<file path="src/design/tcsd_pkg.sv">
// Shared types, constants and line formatting functions for the tick count
// display formatter. Used by every module of the block; depends on nothing.
`default_nettype none

package tcsd_pkg;

  localparam int TICK_WIDTH = 24;
  localparam int PAD_SPACES = 7;
  localparam int LINE_MAX   = 15;

  localparam int REM_W      = 20;
  localparam int CNT_W      = $clog2(TICK_WIDTH + 1);
  localparam int BCD_DIGITS = 6;
  localparam int BCD_W      = 4 * BCD_DIGITS;
  localparam int POS_W      = $clog2(LINE_MAX);

  localparam logic [REM_W:0] DIV_MIN_SEC = (REM_W + 1)'(6000);
  localparam logic [REM_W:0] DIV_DEC     = (REM_W + 1)'(1000000);

  localparam logic [1:0] MODE_MIN_SEC = 2'd1;
  localparam logic [1:0] MODE_FIXED   = 2'd2;
  localparam logic [1:0] MODE_PLAIN   = 2'd3;

  localparam logic [7:0] CHAR_KEY_1   = 8'h31;
  localparam logic [7:0] CHAR_KEY_2   = 8'h32;
  localparam logic [7:0] CHAR_KEY_3   = 8'h33;
  localparam logic [7:0] CHAR_QUIT    = 8'h71;
  localparam logic [7:0] CHAR_COLON   = 8'h3a;
  localparam logic [7:0] CHAR_POINT   = 8'h2e;
  localparam logic [7:0] CHAR_SPACE   = 8'h20;
  localparam logic [7:0] CHAR_CR      = 8'h0d;
  localparam logic [3:0] CHAR_DIGIT_HI = 4'h3;

  typedef struct packed {
    logic                  rx_valid;
    logic [7:0]            rx_char;
    logic [TICK_WIDTH-1:0] tick_count;
  } in_item_t;

  typedef struct packed {
    logic [7:0] out_char;
    logic       last;
  } out_item_t;

  typedef struct packed {
    logic start;
    logic long_div;
  } div_cmd_t;

  typedef struct packed {
    logic q_vld;
    logic r_vld;
    logic bit_out;
    logic done;
  } div_stat_t;

  typedef struct packed {
    logic clear;
    logic shift;
    logic bit_in;
  } bcd_cmd_t;

  typedef struct packed {
    logic       start;
    logic [1:0] mode;
  } emit_cmd_t;

  typedef struct packed {
    logic busy;
  } emit_stat_t;

  function automatic logic [POS_W-1:0] body_len(input logic [1:0] mode);
    case (mode)
      MODE_FIXED: return POS_W'(7);
      MODE_PLAIN: return POS_W'(6);
      default:    return POS_W'(5);
    endcase
  endfunction

  // Position of the closing carriage return; the padding is cut short so
  // that a line never exceeds the maximum length.
  function automatic logic [POS_W-1:0] line_last(input logic [1:0] mode);
    int b;
    int p;
    b = int'(body_len(mode));
    p = PAD_SPACES;
    if (p > LINE_MAX - 1 - b) begin
      p = LINE_MAX - 1 - b;
    end
    return POS_W'(b + p);
  endfunction

  function automatic logic [7:0] digit_char(input logic [3:0] d);
    return {CHAR_DIGIT_HI, d};
  endfunction

  function automatic out_item_t line_char(input logic [1:0]       mode,
                                          input logic [POS_W-1:0] pos,
                                          input logic [BCD_W-1:0] qd,
                                          input logic [BCD_W-1:0] rd);
    out_item_t item;
    item.out_char = CHAR_SPACE;
    item.last     = 1'b0;
    if (pos == line_last(mode)) begin
      item.out_char = CHAR_CR;
      item.last     = 1'b1;
    end else if (pos < body_len(mode)) begin
      case (mode)
        MODE_FIXED: begin
          case (pos)
            POS_W'(0): item.out_char = digit_char(rd[23:20]);
            POS_W'(1): item.out_char = digit_char(rd[19:16]);
            POS_W'(2): item.out_char = digit_char(rd[15:12]);
            POS_W'(3): item.out_char = digit_char(rd[11:8]);
            POS_W'(4): item.out_char = CHAR_POINT;
            POS_W'(5): item.out_char = digit_char(rd[7:4]);
            default:   item.out_char = digit_char(rd[3:0]);
          endcase
        end
        MODE_PLAIN: begin
          case (pos)
            POS_W'(0): item.out_char = digit_char(rd[23:20]);
            POS_W'(1): item.out_char = digit_char(rd[19:16]);
            POS_W'(2): item.out_char = digit_char(rd[15:12]);
            POS_W'(3): item.out_char = digit_char(rd[11:8]);
            POS_W'(4): item.out_char = digit_char(rd[7:4]);
            default:   item.out_char = digit_char(rd[3:0]);
          endcase
        end
        default: begin
          case (pos)
            POS_W'(0): item.out_char = digit_char(qd[7:4]);
            POS_W'(1): item.out_char = digit_char(qd[3:0]);
            POS_W'(2): item.out_char = CHAR_COLON;
            POS_W'(3): item.out_char = digit_char(rd[15:12]);
            default:   item.out_char = digit_char(rd[11:8]);
          endcase
        end
      endcase
    end
    return item;
  endfunction

endpackage

`default_nettype wire

</file>
<file path="src/design/tcsd_div.sv">
// Bit-serial restoring divider of the tick count by 6000 or 1000000.
// Emits quotient bits MSB first, then shifts the remainder out. Uses tcsd_pkg.
`default_nettype none

module tcsd_div (
  input  wire logic                           clk,
  input  wire logic                           rst_n,
  input  wire tcsd_pkg::div_cmd_t             cmd,
  input  wire logic [tcsd_pkg::TICK_WIDTH-1:0] dividend,
  output tcsd_pkg::div_stat_t                 stat
);

  typedef enum logic [1:0] {
    D_IDLE,
    D_DIV,
    D_OUT
  } div_state_t;

  div_state_t                        state_r;
  logic [tcsd_pkg::CNT_W-1:0]        cnt_r;
  logic [tcsd_pkg::TICK_WIDTH-1:0]   dvd_r;
  logic [tcsd_pkg::REM_W-1:0]        rem_r;
  logic                              long_r;

  logic [tcsd_pkg::REM_W:0]          trial;
  logic [tcsd_pkg::REM_W:0]          divisor;
  logic [tcsd_pkg::REM_W:0]          diff;
  logic                              ge;
  logic [tcsd_pkg::REM_W-1:0]        rem_nxt;

  always_comb begin
    trial   = {rem_r, dvd_r[tcsd_pkg::TICK_WIDTH-1]};
    divisor = long_r ? tcsd_pkg::DIV_DEC : tcsd_pkg::DIV_MIN_SEC;
    diff    = trial - divisor;
    ge      = (trial >= divisor);
    rem_nxt = ge ? diff[tcsd_pkg::REM_W-1:0] : trial[tcsd_pkg::REM_W-1:0];

    stat.q_vld   = (state_r == D_DIV);
    stat.r_vld   = (state_r == D_OUT);
    stat.bit_out = (state_r == D_DIV) ? ge : rem_r[tcsd_pkg::REM_W-1];
    stat.done    = (state_r == D_OUT) && (cnt_r == tcsd_pkg::CNT_W'(1));
  end

  always_ff @(posedge clk) begin
    if (!rst_n) begin
      state_r <= D_IDLE;
      cnt_r   <= '0;
    end else begin
      unique case (state_r)
        D_IDLE: begin
          if (cmd.start) begin
            dvd_r   <= dividend;
            rem_r   <= '0;
            long_r  <= cmd.long_div;
            cnt_r   <= tcsd_pkg::CNT_W'(tcsd_pkg::TICK_WIDTH);
            state_r <= D_DIV;
          end
        end
        D_DIV: begin
          rem_r <= rem_nxt;
          dvd_r <= {dvd_r[tcsd_pkg::TICK_WIDTH-2:0], 1'b0};
          if (cnt_r == tcsd_pkg::CNT_W'(1)) begin
            cnt_r   <= tcsd_pkg::CNT_W'(tcsd_pkg::REM_W);
            state_r <= D_OUT;
          end else begin
            cnt_r <= cnt_r - tcsd_pkg::CNT_W'(1);
          end
        end
        D_OUT: begin
          rem_r <= {rem_r[tcsd_pkg::REM_W-2:0], 1'b0};
          cnt_r <= cnt_r - tcsd_pkg::CNT_W'(1);
          if (cnt_r == tcsd_pkg::CNT_W'(1)) begin
            state_r <= D_IDLE;
          end
        end
        default: begin
          state_r <= D_IDLE;
        end
      endcase
    end
  end

endmodule

`default_nettype wire

</file>
<file path="src/design/tcsd_bcd.sv">
// Bit-serial binary to BCD converter (shift and add three), MSB first.
// Digits beyond the top one are dropped, so it keeps the value mod 10^6.
`default_nettype none

module tcsd_bcd (
  input  wire logic                      clk,
  input  wire tcsd_pkg::bcd_cmd_t        cmd,
  output logic [tcsd_pkg::BCD_W-1:0]     digits
);

  logic [tcsd_pkg::BCD_W-1:0] digits_r;
  logic [tcsd_pkg::BCD_W-1:0] adj;

  always_comb begin
    for (int i = 0; i < tcsd_pkg::BCD_DIGITS; i++) begin
      if (digits_r[4*i +: 4] >= 4'd5) begin
        adj[4*i +: 4] = digits_r[4*i +: 4] + 4'd3;
      end else begin
        adj[4*i +: 4] = digits_r[4*i +: 4];
      end
    end
  end

  always_ff @(posedge clk) begin
    if (cmd.clear) begin
      digits_r <= '0;
    end else if (cmd.shift) begin
      digits_r <= {adj[tcsd_pkg::BCD_W-2:0], cmd.bit_in};
    end
  end

  assign digits = digits_r;

endmodule

`default_nettype wire

</file>
<file path="src/design/tcsd_emit.sv">
// Line sequencer: walks the character positions of one display line and
// feeds them into the output register. Uses tcsd_pkg.
`default_nettype none

module tcsd_emit (
  input  wire logic                       clk,
  input  wire logic                       rst_n,
  input  wire tcsd_pkg::emit_cmd_t        cmd,
  input  wire logic [tcsd_pkg::BCD_W-1:0] q_digits,
  input  wire logic [tcsd_pkg::BCD_W-1:0] r_digits,
  output tcsd_pkg::emit_stat_t            stat,
  output logic                            out_valid,
  input  wire logic                       out_stall,
  output tcsd_pkg::out_item_t             out_data
);

  logic                          active_r;
  logic [tcsd_pkg::POS_W-1:0]    pos_r;
  logic [1:0]                    mode_r;
  logic                          out_valid_r;
  tcsd_pkg::out_item_t           out_data_r;

  logic                          push;
  tcsd_pkg::out_item_t           item;

  always_comb begin
    push      = active_r && (!out_valid_r || !out_stall);
    item      = tcsd_pkg::line_char(mode_r, pos_r, q_digits, r_digits);
    stat.busy = active_r;
  end

  always_ff @(posedge clk) begin
    if (!rst_n) begin
      active_r    <= 1'b0;
      pos_r       <= '0;
      mode_r      <= tcsd_pkg::MODE_MIN_SEC;
      out_valid_r <= 1'b0;
    end else begin
      if (cmd.start) begin
        active_r <= 1'b1;
        pos_r    <= '0;
        mode_r   <= cmd.mode;
      end
      if (push) begin
        out_data_r  <= item;
        out_valid_r <= 1'b1;
        pos_r       <= pos_r + tcsd_pkg::POS_W'(1);
        if (pos_r == tcsd_pkg::line_last(mode_r)) begin
          active_r <= 1'b0;
        end
      end else if (!out_stall) begin
        out_valid_r <= 1'b0;
      end
    end
  end

  assign out_valid = out_valid_r;
  assign out_data  = out_data_r;

endmodule

`default_nettype wire

</file>
<file path="src/design/tick_count_serial_display_formatter_top.sv">
// Tick count display formatter: one poll in, one ASCII display line out.
// The first character of a line follows the divider's 24 bit-serial divide
// steps and 20 remainder shift-out steps, then one character per cycle while
// out_stall is low; no new poll is taken until the line is out. A quit poll,
// or any poll once halted, gives no line. Uses tcsd_pkg and all tcsd units.
// Synchronous active-low reset selects minutes and seconds and clears halt.
`default_nettype none

module tick_count_serial_display_formatter_top (
  input  wire logic                 clk,
  input  wire logic                 rst_n,
  input  wire logic                 in_valid,
  output logic                      in_stall,
  input  wire tcsd_pkg::in_item_t   in_data,
  output logic                      out_valid,
  input  wire logic                 out_stall,
  output tcsd_pkg::out_item_t       out_data
);

  typedef enum logic [1:0] {
    S_IDLE,
    S_DIV,
    S_EMIT
  } top_state_t;

  top_state_t              state_r;
  logic [1:0]              mode_r;
  logic                    halted_r;

  logic                    accept;
  logic                    is_quit;
  logic                    go;
  logic [1:0]              mode_nxt;

  tcsd_pkg::div_cmd_t      div_cmd;
  tcsd_pkg::div_stat_t     div_stat;
  tcsd_pkg::bcd_cmd_t      q_cmd;
  tcsd_pkg::bcd_cmd_t      r_cmd;
  tcsd_pkg::emit_cmd_t     emit_cmd;
  tcsd_pkg::emit_stat_t    emit_stat;
  logic [tcsd_pkg::BCD_W-1:0] q_digits;
  logic [tcsd_pkg::BCD_W-1:0] r_digits;

  always_comb begin
    in_stall = (state_r != S_IDLE);
    accept   = in_valid && !in_stall;
    is_quit  = in_data.rx_valid && (in_data.rx_char == tcsd_pkg::CHAR_QUIT);

    mode_nxt = mode_r;
    if (in_data.rx_valid) begin
      unique case (in_data.rx_char)
        tcsd_pkg::CHAR_KEY_1: mode_nxt = tcsd_pkg::MODE_MIN_SEC;
        tcsd_pkg::CHAR_KEY_2: mode_nxt = tcsd_pkg::MODE_FIXED;
        tcsd_pkg::CHAR_KEY_3: mode_nxt = tcsd_pkg::MODE_PLAIN;
        default:              mode_nxt = mode_r;
      endcase
    end

    go = accept && !halted_r && !is_quit;

    div_cmd.start    = go;
    div_cmd.long_div = (mode_nxt == tcsd_pkg::MODE_FIXED) ||
                       (mode_nxt == tcsd_pkg::MODE_PLAIN);

    q_cmd.clear  = go;
    q_cmd.shift  = div_stat.q_vld;
    q_cmd.bit_in = div_stat.bit_out;
    r_cmd.clear  = go;
    r_cmd.shift  = div_stat.r_vld;
    r_cmd.bit_in = div_stat.bit_out;

    emit_cmd.start = div_stat.done;
    emit_cmd.mode  = mode_r;
  end

  always_ff @(posedge clk) begin
    if (!rst_n) begin
      state_r  <= S_IDLE;
      mode_r   <= tcsd_pkg::MODE_MIN_SEC;
      halted_r <= 1'b0;
    end else begin
      unique case (state_r)
        S_IDLE: begin
          if (accept && !halted_r) begin
            mode_r <= mode_nxt;
            if (is_quit) begin
              halted_r <= 1'b1;
            end
          end
          if (go) begin
            state_r <= S_DIV;
          end
        end
        S_DIV: begin
          if (div_stat.done) begin
            state_r <= S_EMIT;
          end
        end
        S_EMIT: begin
          if (!emit_stat.busy) begin
            state_r <= S_IDLE;
          end
        end
        default: begin
          state_r <= S_IDLE;
        end
      endcase
    end
  end

  tcsd_div u_div (
    .clk      (clk),
    .rst_n    (rst_n),
    .cmd      (div_cmd),
    .dividend (in_data.tick_count),
    .stat     (div_stat)
  );

  tcsd_bcd u_bcd_quo (
    .clk    (clk),
    .cmd    (q_cmd),
    .digits (q_digits)
  );

  tcsd_bcd u_bcd_rem (
    .clk    (clk),
    .cmd    (r_cmd),
    .digits (r_digits)
  );

  tcsd_emit u_emit (
    .clk       (clk),
    .rst_n     (rst_n),
    .cmd       (emit_cmd),
    .q_digits  (q_digits),
    .r_digits  (r_digits),
    .stat      (emit_stat),
    .out_valid (out_valid),
    .out_stall (out_stall),
    .out_data  (out_data)
  );

endmodule

`default_nettype wire
</file>
<file path="config.mk">
export PLATFORM = sky130hd
export DESIGN_NAME = tick_count_serial_display_formatter_top
export DESIGN_NICKNAME = d
export VERILOG_FILES = /design/src/design/tcsd_pkg.sv /design/src/design/tcsd_div.sv /design/src/design/tcsd_bcd.sv /design/src/design/tcsd_emit.sv /design/src/design/tick_count_serial_display_formatter_top.sv
export SDC_FILE = /design/constraint.sdc
export NUM_CORES = 1
export LEC_CHECK = 0
export BUFFER_PORTS_ARGS = -buffer_cell sky130_fd_sc_hd__buf_2
export CORE_UTILIZATION = 40
export CTS_BUF_LIST = sky130_fd_sc_hd__clkbuf_4
export DETAILED_ROUTE_END_ITERATION = 6
export HOLD_SLACK_MARGIN = 0.05
export PLACE_DENSITY = 0.54
export SETUP_SLACK_MARGIN = 0.5
export SYNTH_ARGS = -nofsm -noshare
export SYNTH_HDL_FRONTEND = slang
export SYNTH_HIERARCHICAL = 1
export SYNTH_SLANG_ARGS = --single-unit
</file>
<file path="constraint.sdc">
create_clock -name clk -period 5.3 [get_ports clk]
set_input_delay 0.265 -clock clk [delete_from_list [all_inputs] [get_ports clk]]
set_output_delay 0.265 -clock clk [all_outputs]
set_load 0.05 [all_outputs]
</file>
==> report_table.html <==
<table>
<tr><th>Metric</th><th>Value</th></tr>
<tr><th colspan="2">Floorplan</th></tr>
<tr><td>Count of standard-cell rows</td><td>46</td></tr>
<tr><td>Die Ht</td><td>131 um</td></tr>
<tr><td>Die Footprint</td><td>17200 um^2</td></tr>
<tr><td>Core region area</td><td>16100 um^2</td></tr>
<tr><td>I/O pins</td><td>48</td></tr>
<tr><td>Initial Utilization</td><td>41.5%</td></tr>
<tr><td>Die outline width</td><td>131 um</td></tr>
<tr><th colspan="2">Global routing</th></tr>
<tr><td>Overflow left after global routing</td><td>0</td></tr>
<tr><td>Via count of the first global-routing pass</td><td>5299</td></tr>
<tr><td>First-pass GRT wire length</td><td>25.7 mm</td></tr>
<tr><td>Largest net degree at the start of global routing</td><td>58</td></tr>
<tr><td>Global-route usage over all layers</td><td>18.2%</td></tr>
<tr><td>Initial antenna violation count</td><td>1</td></tr>
<tr><th colspan="2">Detailed routing</th></tr>
<tr><td>Post-detailed-route wirelength per cell</td><td>15.8 um</td></tr>
<tr><td>Number of iterations in the first detailed-routing pass</td><td>5</td></tr>
<tr><td>Starting DRC count in detailed routing</td><td>462</td></tr>
<tr><td>Total routed wirelength</td><td>15.7 mm</td></tr>
<tr><td>Vias after detailed routing</td><td>5694</td></tr>
<tr><td>Via-per-instance ratio</td><td>5.75</td></tr>
<tr><td>Routed Antenna Nets</td><td>0</td></tr>
<tr><td>Residual DRC count</td><td>0</td></tr>
<tr><th colspan="2">Min path</th></tr>
<tr><td>Cell count of the worst hold path</td><td>2</td></tr>
<tr><td>Hold WC Path Type</td><td>input port to flip-flop</td></tr>
<tr><th colspan="2">CTS</th></tr>
<tr><td>Reg clk slew, reported paths</td><td>0.20 ns</td></tr>
<tr><td>Clk Tree Root Cell</td><td>clkbuf_4</td></tr>
<tr><td>Clock insertion delay at the later pin of the skew report</td><td>0.49 ns</td></tr>
<tr><td>Post-CTS repair timing setup buffer count</td><td>0</td></tr>
<tr><td>Number of buffers added by the clock tree synthesis step</td><td>9</td></tr>
<tr><td>Deepest clock path buffer count</td><td>2</td></tr>
<tr><td>Number of sinks handled by clock tree synthesis</td><td>104</td></tr>
<tr><td>Post-CTS resize count</td><td>0</td></tr>
<tr><td>TritonCTS clock tree</td><td>built</td></tr>
<tr><td>Number of levels the H-tree was split into</td><td>3</td></tr>
<tr><th colspan="2">Setup path</th></tr>
<tr><td>Logic depth of the worst path, buffers included</td><td>7</td></tr>
<tr><td>Worst Reg2Reg Path Length in Cells</td><td>7</td></tr>
<tr><td>Worst path cell trace</td><td>inv_1, ha_1, a21o_1, a211oi_1, o21ai_1, o31ai_1, o2bb2ai_1</td></tr>
<tr><td>CP endpoint kind</td><td>flip-flop</td></tr>
<tr><td>Buffering stage count on the worst path with inverters included</td><td>1</td></tr>
<tr><td>Peak fanout along the critical path</td><td>9</td></tr>
<tr><td>Crit path DAT</td><td>3.97 ns</td></tr>
<tr><td>Crit-path slowest cell</td><td>o31ai_1</td></tr>
<tr><td>Cell class contributing the biggest share of worst-path delay</td><td>compound AO/OA/AOI/OAI gates</td></tr>
<tr><td>Worst stage delay on the critical path</td><td>1.10 ns</td></tr>
<tr><td>Setup crit start kind</td><td>flip-flop</td></tr>
<tr><td>Worst setup path category</td><td>flip-flop to flip-flop</td></tr>
<tr><td>Crit path required time</td><td>5.65 ns</td></tr>
<tr><th colspan="2">Placement</th></tr>
<tr><td>Inst Count DP</td><td>948</td></tr>
<tr><td>Detailed Place HPWL</td><td>10.8 mm</td></tr>
<tr><td>Count of input and output buffers</td><td>45</td></tr>
<tr><td>Global placer's final weighted congestion</td><td>0.841</td></tr>
<tr><th colspan="2">Power and ir drop</th></tr>
<tr><td>Leakage</td><td>2.63 nW</td></tr>
<tr><td>Net Sw Power</td><td>0.504 mW</td></tr>
<tr><td>Internal Dissipation</td><td>1.13 mW</td></tr>
<tr><td>Power density cells</td><td>220 nW/um^2</td></tr>
<tr><td>Peak VDD IR</td><td>0.111 mV</td></tr>
<tr><td>Portion of total power attributed to the clock network</td><td>26.9%</td></tr>
<tr><td>Power share of the combinational group</td><td>16.7%</td></tr>
<tr><td>Part of the power in registers</td><td>56.4%</td></tr>
<tr><td>Net switching share of the total power</td><td>30.8%</td></tr>
<tr><th colspan="2">Flow run</th></tr>
<tr><td>Number of violations of the max-capacitance limit</td><td>0</td></tr>
<tr><th colspan="2">Timing</th></tr>
<tr><td>Final setup vio count</td><td>0</td></tr>
<tr><td>Setup TNS</td><td>0 ns</td></tr>
<tr><td>Pins over their slew limit</td><td>0</td></tr>
<tr><td>Unrepaired setup endpoints after global routing</td><td>no</td></tr>
<tr><td>Setup clock skew after layout</td><td>0.0252 ns</td></tr>
<tr><td>Final worst path period need</td><td>3.62 ns</td></tr>
<tr><td>Final period util</td><td>68.3%</td></tr>
<tr><td>Max Freq</td><td>0.276 GHz</td></tr>
<tr><td>Final hold vios</td><td>0</td></tr>
<tr><td>Worst Tran Pin Value</td><td>1.27 ns</td></tr>
<tr><td>Worst relative slew slack</td><td>14.8%</td></tr>
<tr><th colspan="2">Logic synthesis</th></tr>
<tr><td>Synthesized instance count</td><td>719</td></tr>
<tr><td>Mapped cell area</td><td>6670 um^2</td></tr>
<tr><td>Synth Warn #</td><td>6</td></tr>
<tr><td>Syn_area_per_cell</td><td>9.28 um^2</td></tr>
<tr><th colspan="2">Final layout</th></tr>
<tr><td>Count of non-filler cells in the finished layout</td><td>991</td></tr>
<tr><td>Net count reported at finish</td><td>843</td></tr>
<tr><td>Synthesis-to-finish area growth</td><td>11.4%</td></tr>
<tr><td>Share of cells above drive strength 1</td><td>14.2%</td></tr>
<tr><th colspan="2">Status</th></tr>
<tr><td>Result of the run</td><td>finished clean</td></tr>
</table>
[state kept, by name (all words and copies together), names as in the netlist, 2 cells and up]
name,cells
u_div/cnt_r,5
u_emit/pos_r,4
u_emit/out_data,7
state_r,2
u_div/state_r,2
u_bcd_quo/digits,8
mode_r,2
u_div/dvd_r,24
u_bcd_rem/digits,24
u_div/rem_r,20
u_emit/mode_r,2
[final cells by class]
cell class / count / area, um^2
Fill cell: 1512 / 8630
Sequential cell: 104 / 2600
Multi-Input combinational cell: 529 / 3700
Clock buffer: 9 / 67.6
Inverter: 49 / 184
Clock inverter: 7 / 83.8
Timing Repair Buffer: 75 / 513
Antenna cell: 2 / 5.00
Tap cell: 216 / 270
[through the flow]
stage                     power (mW)  utilization (%)  hold WS (ns)  worst slack, ns  cell area, um^2
after global placement          1.19             43.7         0.469             1.86             7020
after global routing            1.72             46.3         0.116             1.51             7430
after CTS                       1.66             46.2        0.0985             1.73             7420
final                           1.64             46.3         0.135             1.68             7430
after detailed placement        1.20             43.7         0.476             1.76             7020
after floorplan                 1.13                -         0.327             1.60             6680
[power by group through the flow]
| stage | combinational (mW) | sequential (mW) | clock, mW |
|---|---|---|---|
| 3_3_place_gp | 0.252 | 0.938 | 0 |
| 5_1_grt | 0.304 | 0.928 | 0.489 |
| 4_1_cts | 0.273 | 0.923 | 0.464 |
| 6_report | 0.273 | 0.923 | 0.440 |
| 2_1_floorplan | 0.203 | 0.928 | 0 |
| 3_5_place_dp | 0.258 | 0.940 | 0 |
[path summary, 6_finish.rpt]
check,startpoint,to,slack [ns]
max,u_div/long_r,u_div/rem_r[14],1.68
min,rst_n,u_emit/mode_r[0],0.13
max reg2reg,u_div/long_r,u_div/rem_r[14],1.68
min reg2reg,u_bcd_rem/digits[23],u_bcd_rem/digits[23],0.52
[layer usage]
| metal | routed length (um) | share of wire [%] | vias to the layer above | GRT usage (%) |
|---|---|---|---|---|
| met5 | 0 | 0 | - | 0 |
| met4 | 252 | 1.6 | 0 | 7.25 |
| met3 | 630 | 4.0 | 20 | 2.35 |
| met2 | 7180 | 46 | 147 | 28.9 |
| met1 | 7610 | 49 | 2721 | 24.9 |
| li1 | - | - | 2806 | - |
[cell usage in the layout (no fill, tap or decap), types with 7 or more instances in the layout]
| cell type | count |
|---|---|
| ha_1 | 36 |
| a21o_1 | 9 |
| o21ai_1 | 13 |
| nand3_1 | 14 |
| nor2_1 | 32 |
| o22a_1 | 7 |
| nand2_1 | 45 |
| mux2_2 | 24 |
| edfxtp_1 | 52 |
| nand2b_1 | 11 |
| o21a_1 | 15 |
| o22ai_1 | 11 |
| clkbuf_4 | 9 |
| dfxtp_1 | 52 |
| buf_2 | 45 |
| a211oi_1 | 7 |
| inv_1 | 48 |
| nand4_1 | 12 |
| a22oi_1 | 8 |
| o2bb2ai_1 | 9 |
| nor3_1 | 19 |
| and2_1 | 17 |
| a31oi_1 | 10 |
| o32ai_1 | 9 |
| a21oi_1 | 49 |
| o21ai_0 | 47 |
| o211ai_1 | 8 |
| o31ai_1 | 7 |
| nor2b_1 | 8 |
| dlygate4sd3_1 | 25 |
[timing repair]
item	CTS	global route
hold endpoints to repair	25	0
setup endpoints to repair	0	0
hold buffers	25	0
Note: power is estimated with default switching activity, not from simulation.
